File: src/sv/wps_pkg.sv
`timescale 1ns / 1ps
// Shared types and constants of the weight and position smoother.
// Used by wps_lane, weight_position_smoother and wps_checker.

package wps_pkg;

  localparam int TS_W       = 32;   // timestamp width in bits
  localparam int WIN_W      = 8;    // width of the averaging window register
  localparam int INT_W      = 16;   // width of the commit interval register
  localparam int CFG_AW     = 1;    // configuration register index width
  localparam int CFG_DW     = 16;   // configuration write data width
  localparam int ONE_Q      = 256;  // 1.0 in Q16.8
  localparam int WIN_RESET  = 30;
  localparam int INT_RESET  = 300;

  typedef logic [CFG_AW-1:0] cfg_addr_t;

  localparam cfg_addr_t CFG_WINDOW   = 1'b0;
  localparam cfg_addr_t CFG_INTERVAL = 1'b1;

  typedef enum logic [2:0] {
    ST_IDLE,
    ST_MUL,
    ST_DLOAD,
    ST_DIV,
    ST_COMMIT
  } wps_state_e;

  // Step strobes from the sequencer to the averaging lanes.
  typedef struct packed {
    logic load;      // capture a new sample and start the multiply
    logic mul;       // one shift-add step of the multiply
    logic div_load;  // form the dividend and load the divider
    logic div_step;  // one restoring division step
    logic commit;    // write the new average into the state
  } wps_ctl_t;

endpackage

File: src/sv/wps_div.sv
`timescale 1ns / 1ps
// Bit-serial restoring divider: one quotient bit per step, MSB first.
// Standalone; the caller holds the divisor stable while it steps.

module wps_div #(
  parameter int RW = 8,   // remainder and divisor width
  parameter int QW = 24   // quotient width
) (
  input  logic          clk_i,
  input  logic          load_i,
  input  logic          step_i,
  input  logic [RW-1:0] rem_init_i,
  input  logic [QW-1:0] quo_init_i,
  input  logic [RW-1:0] divisor_i,
  output logic [QW-1:0] quotient_o
);

  logic [RW-1:0] rem_q, rem_d;
  logic [QW-1:0] quo_q, quo_d;
  logic [RW:0]   trial;
  logic [RW:0]   diff;
  logic          take;

  // The dividend bits shift out of the top of quo_q while the quotient
  // bits shift in at the bottom.
  always_comb begin
    trial = {rem_q, quo_q[QW-1]};
    diff  = trial - {1'b0, divisor_i};
    take  = trial >= {1'b0, divisor_i};
    rem_d = rem_q;
    quo_d = quo_q;
    if (load_i) begin
      rem_d = rem_init_i;
      quo_d = quo_init_i;
    end else if (step_i) begin
      rem_d = take ? diff[RW-1:0] : trial[RW-1:0];
      quo_d = {quo_q[QW-2:0], take};
    end
  end

  always_ff @(posedge clk_i) begin
    rem_q <= rem_d;
    quo_q <= quo_d;
  end

  assign quotient_o = quo_q;

endmodule

File: src/sv/wps_lane.sv
`timescale 1ns / 1ps
// One recursive average lane: avg = (avg*(N-1) + new) / N, truncated.
// Bit-serial multiply, then wps_div; uses wps_pkg.

module wps_lane #(
  parameter int SW = 24
) (
  input  logic                clk_i,
  input  logic                rst_ni,
  input  wps_pkg::wps_ctl_t   ctl_i,
  input  logic                clamp_i,
  input  logic [wps_pkg::WIN_W-1:0] window_i,
  input  logic signed [SW-1:0] sample_i,
  output logic signed [SW-1:0] avg_next_o,
  output logic signed [SW-1:0] avg_o
);

  localparam int AW = SW + wps_pkg::WIN_W;      // product width
  localparam int DW = SW + wps_pkg::WIN_W + 1;  // dividend width with sign
  localparam logic signed [SW-1:0] ONE = SW'(wps_pkg::ONE_Q);

  logic signed [SW-1:0]            avg_q;
  logic signed [SW-1:0]            sample_q;
  logic [wps_pkg::WIN_W-1:0]       mplr_q;
  logic signed [AW-1:0]            acc_q;
  logic                            neg_q;
  logic signed [DW-1:0]            total;
  logic [DW-1:0]                   mag;
  logic [SW-1:0]                   quo;
  logic signed [SW-1:0]            quo_s;
  logic signed [SW-1:0]            res;

  always_comb begin
    total = DW'(acc_q) + DW'(sample_q);
    mag   = total[DW-1] ? DW'(-total) : DW'(total);
  end

  // The top bits of the magnitude are always below N, so they seed the
  // remainder and only SW quotient bits are needed.
  wps_div #(
    .RW (wps_pkg::WIN_W),
    .QW (SW)
  ) u_div (
    .clk_i      (clk_i),
    .load_i     (ctl_i.div_load),
    .step_i     (ctl_i.div_step),
    .rem_init_i (mag[SW+wps_pkg::WIN_W-1:SW]),
    .quo_init_i (mag[SW-1:0]),
    .divisor_i  (window_i),
    .quotient_o (quo)
  );

  always_comb begin
    quo_s = neg_q ? -$signed(quo) : $signed(quo);
    if (window_i == '0) begin
      res = sample_q;
    end else begin
      res = quo_s;
    end
    if (sample_q > -ONE && sample_q < ONE) begin
      res = '0;
    end
    if (clamp_i && res < ONE) begin
      res = '0;
    end
  end

  always_ff @(posedge clk_i) begin
    if (ctl_i.load) begin
      sample_q <= sample_i;
      mplr_q   <= window_i - wps_pkg::WIN_W'(1);
      acc_q    <= '0;
    end else if (ctl_i.mul) begin
      acc_q  <= (acc_q <<< 1) + (mplr_q[wps_pkg::WIN_W-1] ? AW'(avg_q) : AW'(0));
      mplr_q <= mplr_q << 1;
    end
    if (ctl_i.div_load) begin
      neg_q <= total[DW-1];
    end
  end

  always_ff @(posedge clk_i or negedge rst_ni) begin
    if (!rst_ni) begin
      avg_q <= '0;
    end else if (ctl_i.commit) begin
      avg_q <= res;
    end
  end

  assign avg_next_o = res;
  assign avg_o      = avg_q;

endmodule

File: src/sv/weight_position_smoother.sv
`timescale 1ns / 1ps
// Top level of the weight and position smoother.
// Uses wps_pkg, wps_lane and wps_div.
//
// Usage: each beat on the s_axis side carries a weight sample, an x and a y
// position (signed Q16.8) and a millisecond timestamp. Each beat produces
// exactly one beat on the m_axis side with the smoothed weight, the
// interval-averaged weight indication and the smoothed x and y positions.
// The configuration channel writes the averaging window (index 0) and the
// commit interval in ms (index 1); write it only while no beat is in flight.
// Processing: once a beat is accepted, the lanes run the bit-serial multiply
// by N-1, form the dividend, run the bit-serial divider and commit the result.
// The block then returns to idle, where the next beat is accepted. The
// interval mean divider runs alongside the lanes.
// One beat is processed at a time; s_axis_tready is high only when idle.
// Reset clears all averages, the interval sum and count and the last commit
// time, and loads window 30 and interval 300 ms. If the receiver stalls, the
// result is held and the next beat is accepted and processed, but it is not
// committed until the held result has been taken.

module weight_position_smoother #(
  parameter int SAMPLE_WIDTH       = 24,
  parameter int MAX_INTERVAL_COUNT = 1024,
  localparam int IN_W  = ((3 * SAMPLE_WIDTH + wps_pkg::TS_W + 7) / 8) * 8,
  localparam int OUT_W = ((4 * SAMPLE_WIDTH - 2 + 7) / 8) * 8
) (
  input  logic                        clk_i,
  input  logic                        rst_ni,
  input  logic                        s_axis_tvalid,
  output logic                        s_axis_tready,
  // weight_sample, x_position, y_position, timestamp_ms
  input  logic [IN_W-1:0]             s_axis_tdata,
  output logic                        m_axis_tvalid,
  input  logic                        m_axis_tready,
  // smoothed_weight, weight_indication, smoothed_x, smoothed_y
  output logic [OUT_W-1:0]            m_axis_tdata,
  input  logic                        cfg_valid_i,
  output logic                        cfg_ready_o,
  input  wps_pkg::cfg_addr_t          cfg_addr_i,
  input  logic [wps_pkg::CFG_DW-1:0]  cfg_data_i
);

  localparam int SW    = SAMPLE_WIDTH;
  localparam int CW    = $clog2(MAX_INTERVAL_COUNT + 1);
  localparam int SUMW  = SW - 1 + CW;
  localparam int CNT_W = $clog2(SW);
  localparam int TS_W  = wps_pkg::TS_W;

  wps_pkg::wps_state_e       state_q, state_d;
  logic [CNT_W-1:0]          cnt_q, cnt_d;
  wps_pkg::wps_ctl_t         ctl;
  logic                      out_free;
  logic                      m_valid_q, m_valid_d;

  logic [wps_pkg::WIN_W-1:0] window_q;
  logic [wps_pkg::INT_W-1:0] interval_q;
  logic [TS_W-1:0]           ts_q;
  logic [TS_W-1:0]           last_q, last_d;
  logic [SUMW-1:0]           sum_q, sum_d;
  logic [CW-1:0]             count_q, count_d;
  logic [SW-2:0]             ind_q, ind_d;

  logic signed [SW-1:0]      w_next, w_avg, x_avg, y_avg;
  logic signed [SW-1:0]      x_next, y_next;
  logic [SW-1:0]             mean_quo;
  logic [TS_W-1:0]           elapsed;
  logic                      collect;
  logic [SW-2:0]             w_u;

  assign out_free = !m_valid_q || m_axis_tready;

  // Sequencer
  always_comb begin
    state_d       = state_q;
    cnt_d         = cnt_q;
    ctl           = '0;
    s_axis_tready = 1'b0;
    case (state_q)
      wps_pkg::ST_IDLE: begin
        s_axis_tready = 1'b1;
        if (s_axis_tvalid) begin
          ctl.load = 1'b1;
          cnt_d    = '0;
          state_d  = wps_pkg::ST_MUL;
        end
      end
      wps_pkg::ST_MUL: begin
        ctl.mul = 1'b1;
        if (cnt_q == CNT_W'(wps_pkg::WIN_W - 1)) begin
          cnt_d   = '0;
          state_d = wps_pkg::ST_DLOAD;
        end else begin
          cnt_d = cnt_q + CNT_W'(1);
        end
      end
      wps_pkg::ST_DLOAD: begin
        ctl.div_load = 1'b1;
        state_d      = wps_pkg::ST_DIV;
      end
      wps_pkg::ST_DIV: begin
        ctl.div_step = 1'b1;
        if (cnt_q == CNT_W'(SW - 1)) begin
          cnt_d   = '0;
          state_d = wps_pkg::ST_COMMIT;
        end else begin
          cnt_d = cnt_q + CNT_W'(1);
        end
      end
      wps_pkg::ST_COMMIT: begin
        if (out_free) begin
          ctl.commit = 1'b1;
          state_d    = wps_pkg::ST_IDLE;
        end
      end
      default: begin
        state_d = wps_pkg::ST_IDLE;
      end
    endcase
  end

  always_ff @(posedge clk_i or negedge rst_ni) begin
    if (!rst_ni) begin
      state_q <= wps_pkg::ST_IDLE;
      cnt_q   <= '0;
    end else begin
      state_q <= state_d;
      cnt_q   <= cnt_d;
    end
  end

  wps_lane #(.SW(SW)) u_lane_w (
    .clk_i      (clk_i),
    .rst_ni     (rst_ni),
    .ctl_i      (ctl),
    .clamp_i    (1'b1),
    .window_i   (window_q),
    .sample_i   ($signed(s_axis_tdata[SW-1:0])),
    .avg_next_o (w_next),
    .avg_o      (w_avg)
  );

  wps_lane #(.SW(SW)) u_lane_x (
    .clk_i      (clk_i),
    .rst_ni     (rst_ni),
    .ctl_i      (ctl),
    .clamp_i    (1'b0),
    .window_i   (window_q),
    .sample_i   ($signed(s_axis_tdata[2*SW-1:SW])),
    .avg_next_o (x_next),
    .avg_o      (x_avg)
  );

  wps_lane #(.SW(SW)) u_lane_y (
    .clk_i      (clk_i),
    .rst_ni     (rst_ni),
    .ctl_i      (ctl),
    .clamp_i    (1'b0),
    .window_i   (window_q),
    .sample_i   ($signed(s_axis_tdata[3*SW-1:2*SW])),
    .avg_next_o (y_next),
    .avg_o      (y_avg)
  );

  // Interval mean of the previous state; the sum over the count is below
  // 2^(SW-1), so its top bits already sit below the count.
  wps_div #(
    .RW (CW),
    .QW (SW)
  ) u_mean_div (
    .clk_i      (clk_i),
    .load_i     (ctl.div_load),
    .step_i     (ctl.div_step),
    .rem_init_i (CW'(sum_q[SUMW-1:SW])),
    .quo_init_i (sum_q[SW-1:0]),
    .divisor_i  (count_q),
    .quotient_o (mean_quo)
  );

  always_comb begin
    elapsed = ts_q - last_q;
    collect = elapsed < TS_W'(interval_q);
    w_u     = w_next[SW-2:0];
    last_d  = last_q;
    sum_d   = sum_q;
    count_d = count_q;
    ind_d   = ind_q;
    if (ctl.commit) begin
      if (collect) begin
        if (count_q < CW'(MAX_INTERVAL_COUNT)) begin
          sum_d   = sum_q + SUMW'(w_u);
          count_d = count_q + CW'(1);
        end
      end else begin
        last_d  = ts_q;
        ind_d   = (count_q != '0) ? mean_quo[SW-2:0] : w_u;
        sum_d   = '0;
        count_d = '0;
      end
      // A weight below 1.0 has been clamped to zero and blanks the display.
      if (w_next == '0) begin
        ind_d = '0;
      end
    end
  end

  always_comb begin
    m_valid_d = m_valid_q;
    if (ctl.commit) begin
      m_valid_d = 1'b1;
    end else if (m_axis_tready) begin
      m_valid_d = 1'b0;
    end
  end

  always_ff @(posedge clk_i) begin
    if (ctl.load) begin
      ts_q <= s_axis_tdata[3*SW+TS_W-1:3*SW];
    end
  end

  always_ff @(posedge clk_i or negedge rst_ni) begin
    if (!rst_ni) begin
      window_q   <= wps_pkg::WIN_W'(wps_pkg::WIN_RESET);
      interval_q <= wps_pkg::INT_W'(wps_pkg::INT_RESET);
      last_q     <= '0;
      sum_q      <= '0;
      count_q    <= '0;
      ind_q      <= '0;
      m_valid_q  <= 1'b0;
    end else begin
      last_q    <= last_d;
      sum_q     <= sum_d;
      count_q   <= count_d;
      ind_q     <= ind_d;
      m_valid_q <= m_valid_d;
      if (cfg_valid_i) begin
        case (cfg_addr_i)
          wps_pkg::CFG_WINDOW:   window_q   <= cfg_data_i[wps_pkg::WIN_W-1:0];
          wps_pkg::CFG_INTERVAL: interval_q <= cfg_data_i[wps_pkg::INT_W-1:0];
          default: ;
        endcase
      end
    end
  end

  assign cfg_ready_o = 1'b1;

  // The lane state registers only change on commit, which waits for the
  // output to be free, so they serve as the output register.
  assign m_axis_tvalid = m_valid_q;
  assign m_axis_tdata  = OUT_W'({y_avg, x_avg, ind_q, w_avg[SW-2:0]});

endmodule

File: config.mk
export PLATFORM = sky130hd
export DESIGN_NAME = weight_position_smoother
export DESIGN_NICKNAME = d
export VERILOG_FILES = /design/src/sv/wps_pkg.sv /design/src/sv/wps_div.sv /design/src/sv/wps_lane.sv /design/src/sv/weight_position_smoother.sv
export SDC_FILE = /design/constraint.sdc
export NUM_CORES = 2
export LEC_CHECK = 0
export ABC_CLOCK_PERIOD_IN_PS = 14050
export BUFFER_PORTS_ARGS = -buffer_cell sky130_fd_sc_hd__buf_4
export CORE_MARGIN = 2
export CORE_UTILIZATION = 65
export CTS_BUF_LIST = sky130_fd_sc_hd__clkbuf_16
export CTS_CLUSTER_DIAMETER = 200
export DETAILED_ROUTE_END_ITERATION = 8
export MAX_ROUTING_LAYER = met4
export PLACE_DENSITY_LB_ADDON = 0.12
export REMOVE_ABC_BUFFERS = 1
export SYNTH_ARGS = -nofsm -noshare
export SYNTH_HDL_FRONTEND = slang
export SYNTH_SLANG_ARGS = --single-unit
File: constraint.sdc
create_clock -name clk_i -period 14.05 [get_ports clk_i]
set_clock_uncertainty 0.05 [all_clocks]
set_input_delay 4.215 -clock clk_i [delete_from_list [all_inputs] [get_ports clk_i]]
set_output_delay 4.215 -clock clk_i [all_outputs]
set_load 0.05 [all_outputs]
Word level (Yosys, flattened, before mapping)
Index checks and enable logic that the tools add are counted.

cells by class
  add/subtract/negate cells = 21
  multipliers = 0
  divide/modulo/power cells = 0
  magnitude comparators = 13
  eq/ne operators = 12
  shift operators = 0
  multiplexer cells = 68
  bitwise gates (word level) = 2
  reduce and logical (&&, ||, !) cells = 20

operators with widths
  operator              count
  $mux 24               18
  $mux 32               6
  $mux 8                15
  $add 32x24->33        3
  $add 32x32->32        3
  $lt 24x10->1 const B  4
  $neg 32->32           3
  $gt 24x9->1 const B   3
  $neg 24->24           3
  $mux 23               3
  $mux 34               2
  $add 34x23->34        1
  $mux 11               3
  $lt 32x16->1          1
  $sub 32x32->32        1
  $ge 9x8->1            3
  $logic_not 24->1      1
  $sub 8x8->8           3
  $mux 10               2
  $mux 5                3
  $pmux 3 s5            1
  $pmux 5 s3            1
  $ge 12x11->1          1
  $mux 3                4
  other kinds (24)      48

storage, ports and cells
  register bits = 563
  bits in latches = 0
  memory bits (writable) = 0
  bits in read-only memories = 0
  bits of input ports = 126
  output and inout bits = 99
  memories kept = 0

Longest topological paths before layout
  word-level depth = 9
  mapped depth = 32
  mapped depth without buffers = 28

Cells and area by module
Synthesis repeated with hierarchy kept, for this count alone.

second synthesis, totals
  cell total of the unflattened synthesis = 4723
  area total of the unflattened synthesis = 43699.4 um2

modules (own cells, without submodules)
  module                        instances  cells each  area an instance (um2)  sequential area each (um2)
  wps_lane (u_lane_w ...)       2          998         8440.6                  2232.1
  weight_position_smoother      1          1100        10672.7                 4299.1
  wps_lane (u_lane_y)           1          991         8339.2                  2232.1
  wps_div (u_lane_w.u_div ...)  3          145         1853.0                  960.9
  wps_div (u_mean_div)          1          201         2247.2                  1051.0

Worst setup path after synthesis
No wires, ideal clock.

  path kind = input to register
  from = in s_axis_tvalid
  to = reg ts_q[0], enable pin
  arrival time = 7487 ps
  required time = 13491 ps
  path slack = 6004 ps
  cell stages on the path = 3
  path buffers = 1
  cells stage by stage = nand2_1 > clkinv_1 > buf_1

RTL lines
  what                  RTL line                         RTL
  from (decl)           weight_position_smoother.sv:29   input logic s_axis_tvalid,
  to (signal assigned)  weight_position_smoother.sv:217  ts_q <= s_axis_tdata[3*SW+TS_W-1:3*SW];
  to (decl)             weight_position_smoother.sv:57   logic [TS_W-1:0] ts_q;

Final worst setup path
  from = reg u_lane_w.u_div.quo_q[2], in the netlist u_lane_w.u_div.quotient_o[2]
  to = reg sum_q[32]

on the way
  cells in the longest elaborated chain, start to end = 9

ends and longest elaborated chain
  what                        RTL line                         RTL
  from (decl)                 wps_div.sv:19                    logic [QW-1:0] quo_q, quo_d;
  from (signal assigned)      wps_div.sv:43                    quo_q <= quo_d;
  $neg 24->24                 wps_lane.sv:54                   quo_s = neg_q ? -$signed(quo) : $signed(quo);
  $mux 24 (*)                 wps_lane.sv:54
  $mux 24 (*)                 wps_lane.sv:55                   if (window_i == '0) begin
  $mux 24 (*)                 wps_lane.sv:60                   if (sample_q > -ONE && sample_q < ONE) begin
  $lt 24x10->1 (*)            wps_lane.sv:63                   if (clamp_i && res < ONE) begin
  $mux 24 (*)                 wps_lane.sv:63
  net u_lane_w.avg_next_o[0]  wps_lane.sv:14                   output logic signed [SW-1:0] avg_next_o,
  $add 34x23->34 (*)          weight_position_smoother.sv:190  sum_d = sum_q + SUMW'(w_u);
  $mux 34 (*)                 weight_position_smoother.sv:189  if (count_q < CW'(MAX_INTERVAL_COUNT)) begin
  $mux 34 (*)                 weight_position_smoother.sv:188  if (collect) begin
  to (signal assigned)        weight_position_smoother.sv:232  sum_q <= sum_d;
  to (decl)                   weight_position_smoother.sv:59   logic [SUMW-1:0] sum_q, sum_d;

Mark *: on every way through the listed nets, which the timed path passes. The rest lies on a longest branch. The select of a mux whose other input is x is not followed.
A chain may end at the register's enable or synchronous reset.

==> impl_metrics.csv <==
group,metric,value,unit
outcome,status,"finished, final reports clean",
sta,holdWs,411,ps
placement,hpwl,79.6,mm
clocking,cts_buffers,59,
global_routing,grt-ovfl-total,0,
route,drtIter0Drc,2913,
yosys,ys_ff_latch,547,
clocking,worstSkewPairLatency,650,ps
critical_path,worstPathRequired,14490,ps
floorplanning,design.core.area,60500,sq um
clocking,cts.clk_slew.worst_paths,60,ps
critical_path,endpoint_kind,"flip-flop",
clocking,cts_resized,0,
sta,hold_viol,0,
critical_path,cp-start-kind,"flip-flop",
layout,drive_gt1_frac,0.101,
clocking,tritoncts,"built",
pwr,ir_worst_vdd,0.000185,V
floorplanning,die-area,63400,sq um
yosys,yosys_warnings,0,
sta,max_slew.worst_pin.slew,1310,ps
yosys,synthesis.area,39900,sq um
sta,finalMaxSlewViolations,0,
global_routing,grt_pass1_vias,32656,
yosys,synth_cells,4544,
clocking,cts_hold_buf,0,
route,avgViaCountPerCell,6.30,
sta,slew_headroom,0.124,
critical_path,crit_type,"flip-flop to flip-flop",
layout,antenna_cells,0,
yosys,synth_ff_type,"edfxtp_1",
route,drt_pass1_iterations,6,
flow_run,maxCapViolCount,0,
route,drt_drc_violations_left,0,
clocking,clock-sinks,547,
placement,gp_congestion,0.979,
global_routing,grt_pass1_wl,174,mm
sta,period_share,0.568,
route,vias,34606,
global_routing,grt_use_total,0.349,
floorplanning,initial_core_util,0.660,
sta,fin_tns_setup,0,ps
route,routed_wl,109,mm
layout,nNetsFinal,5099,
pwr,p_per_area,246,nW/um^2
layout,postLayoutCoreUtil,0.724,
clocking,cts-root-buf,"clkbuf_16",
yosys,syn_area_per_cell,8.78,sq um
pwr,p_leak,19.6,nW
yosys,postSynth.asyncResetShare,0.375,
route,wl_per_cell,19.8,um
yosys,synth.yosys.seq_area_share,0.362,
floorplanning,ios,225,
sta,fmax,125,MHz
clocking,cts_max_level,2,
global_routing,grt_max_degree,96,
placement,io_buffers,221,
critical_path,crit_fanout,24,
sta,fin_crit,7980,ps
route,antenna_left,0,
floorplanning,die_h,252,um
yosys,ys_types,109,
sta,setup_violations,0,
hold_path,hold_path.class,"flip-flop to flip-flop",
global_routing,grt_antenna_before_repair,0,
layout,area_growth,9.81,%
floorplanning,die_w,252,um
layout,fill_cells,4746,
floorplanning,placement_rows,90,
sta,rsz0062_at_grt,"false",
clocking,clock_path_buffers,3,
clocking,postCtsSetupRepairBufs,0,
critical_path,crit_arrival,8430,ps
yosys,synth-edff-count,245,
-- registers in the layout, indices dropped and copies added, names as in the netlist, 11 cells and up --
register	count
u_lane_y.acc_q	32
u_lane_y.sample_q	24
u_lane_x.avg_o	24
ind_q	23
u_lane_y.avg_o	24
interval_q	16
count_q	11
u_lane_x.u_div.quotient_o	24
u_mean_div.rem_q	11
sum_q	34
u_lane_x.sample_q	24
ts_q	32
u_lane_w.u_div.quotient_o	24
u_lane_x.acc_q	32
u_lane_w.sample_q	24
u_lane_w.avg_o	24
u_mean_div.quotient_o	24
u_lane_y.u_div.quotient_o	24
u_lane_w.acc_q	32
last_q	32
-- layer usage --
layer / track usage / share of wire / vias up
met5: - / 0 / -
met4: 0.0869 / 0.023 / 0
met3: 0.0393 / 0.070 / 174
met2: 0.549 / 0.46 / 1198
met1: 0.483 / 0.45 / 16564
li1: - / - / 16670
-- stage by stage --
stage	cells	total power [mW]	setup slack [ps]	instance area [sq um]
2_1_floorplan	4349	7.48	3300	39000
3_3_place_gp	5381	8.99	6430	41900
3_5_place_dp	5381	9.11	6220	41900
4_1_cts	5492	10.7	6200	43800
5_1_grt	5492	11.6	5630	43800
6_report	5492	10.8	6070	43800
-- cell type report --
cell class              instances  area [sq um]  share of cell area
inverters                     203           772              0.0176
clock buffers                  61          1530              0.0349
well taps                     782           978              0.0223
flip-flops and latches        547         14400               0.330
multi-input cells            3599         23900               0.545
clock inverters                50           343             0.00783
repair buffers                250          1880              0.0430
-- cell families (layout without fill, tap and decap cells) --
kind of cell    count (synthesis)  count (layout)  share of synthesized area
compound gates               1330            1330                      0.211
xor+xnor                      363             363                     0.0797
fa+ha+maj                     313             313                      0.100
buf+inv                       399             564                     0.0415
flops                         547             547                      0.362
mux                           104             104                     0.0278
other cells                     2               3                   0.000188
simple gates                 1486            1486                      0.177
-- worst paths after layout --
check / from / end / slack (ps) / depth (start not counted)
setup / recovery: u_lane_w.u_div.quotient_o[2] / sum_q[32] / 6070 / 27
hold / removal: u_mean_div.rem_q[10] / u_mean_div.rem_q[10] / 410 / 2
setup reg to reg: u_lane_w.u_div.quotient_o[2] / sum_q[32] / 6070 / 27
hold reg to reg: u_mean_div.rem_q[10] / u_mean_div.rem_q[10] / 410 / 2
max in group asynchronous: rst_ni / u_lane_y.avg_o[22] / 8420 / 3
min in group asynchronous: rst_ni / last_q[9] / 3490 / 1
-- power by group --
group / total [mW] / internal, mW / leakage (nW) / switching, mW
clock network: 1.53 / 0.842 / 0.963 / 0.685
logic: 6.29 / 2.35 / 12.9 / 3.93
registers: 2.96 / 2.44 / 5.76 / 0.521
-- synth_stat cells, types with 20 or more instances --
library cell    n  area [sq um]
nor3_1         69           345
o2bb2ai_1      25           219
nor4_1         37           231
dfxtp_1        97          1940
mux2_2         43           484
o21a_1         37           278
o21bai_1       36           270
inv_1         201           754
clkbuf_1      130           488
nor2b_1        42           263
or2_2          23           144
nand4_1        62           388
edfxtp_1      245          7360
a211oi_1       52           390
buf_4          32           240
or4_1          20           150
nand2_1       561          2110
dfrtp_1       197          4930
buf_1          20          75.1
a22o_1         29           254
a21oi_1       381          1910
mux2i_1        51           510
a31oi_1        41           257
nand2b_1       63           394
xnor2_1       196          1720
xor2_1        167          1460
o31ai_1        46           345
or3_1          20           125
o21ai_0       364          1820
and3_1         31           194
and2_1         86           538
nor2_1        325          1220
o211ai_1       23           173
a21o_1        114           856
ha_1          301          3770
nand3_1        91           455
-- worst max-delay path, stage by stage, from the launching register on --
cell	delay, ps
edfxtp_1	500
or3_1	430
nor4_1	710
nand2_1	230
o31ai_1	300
xnor2_1	120
mux2i_1	200
nand4_1	160
or3_1	410
o21bai_1	150
ha_1	240
or2_2	500
a21oi_1	330
ha_1	230
inv_1	50
fa_1	400
nor2b_1	110
o21ai_0	100
a21boi_0	280
o21a_1	180
o21ai_0	170
a31o_2	290
a211oi_1	490
o21ai_0	270
nand2_1	140
or4b_2	600
xnor2_1	150
a21oi_1	50
-- cells in the final DEF, fill, tap and decap left out, types with 42 or more instances in the layout --
| master | count |
|---|---|
| and2_1 | 86 |
| nand2_1 | 559 |
| nand2b_1 | 61 |
| a211oi_1 | 52 |
| nor3_1 | 69 |
| inv_1 | 213 |
| nand3_1 | 90 |
| dfrtp_1 | 197 |
| mux2i_1 | 51 |
| buf_4 | 249 |
| clkbuf_16 | 61 |
| nor2_1 | 322 |
| o21ai_0 | 364 |
| xor2_1 | 167 |
| a21oi_1 | 381 |
| xnor2_1 | 196 |
| nor2b_1 | 42 |
| o31ai_1 | 46 |
| dfxtp_1 | 97 |
| edfxtp_1 | 245 |
| nand4_1 | 62 |
| mux2_2 | 43 |
| a21o_1 | 114 |
| ha_1 | 301 |
No activity file was read; power rests on OpenSTA's default activity.
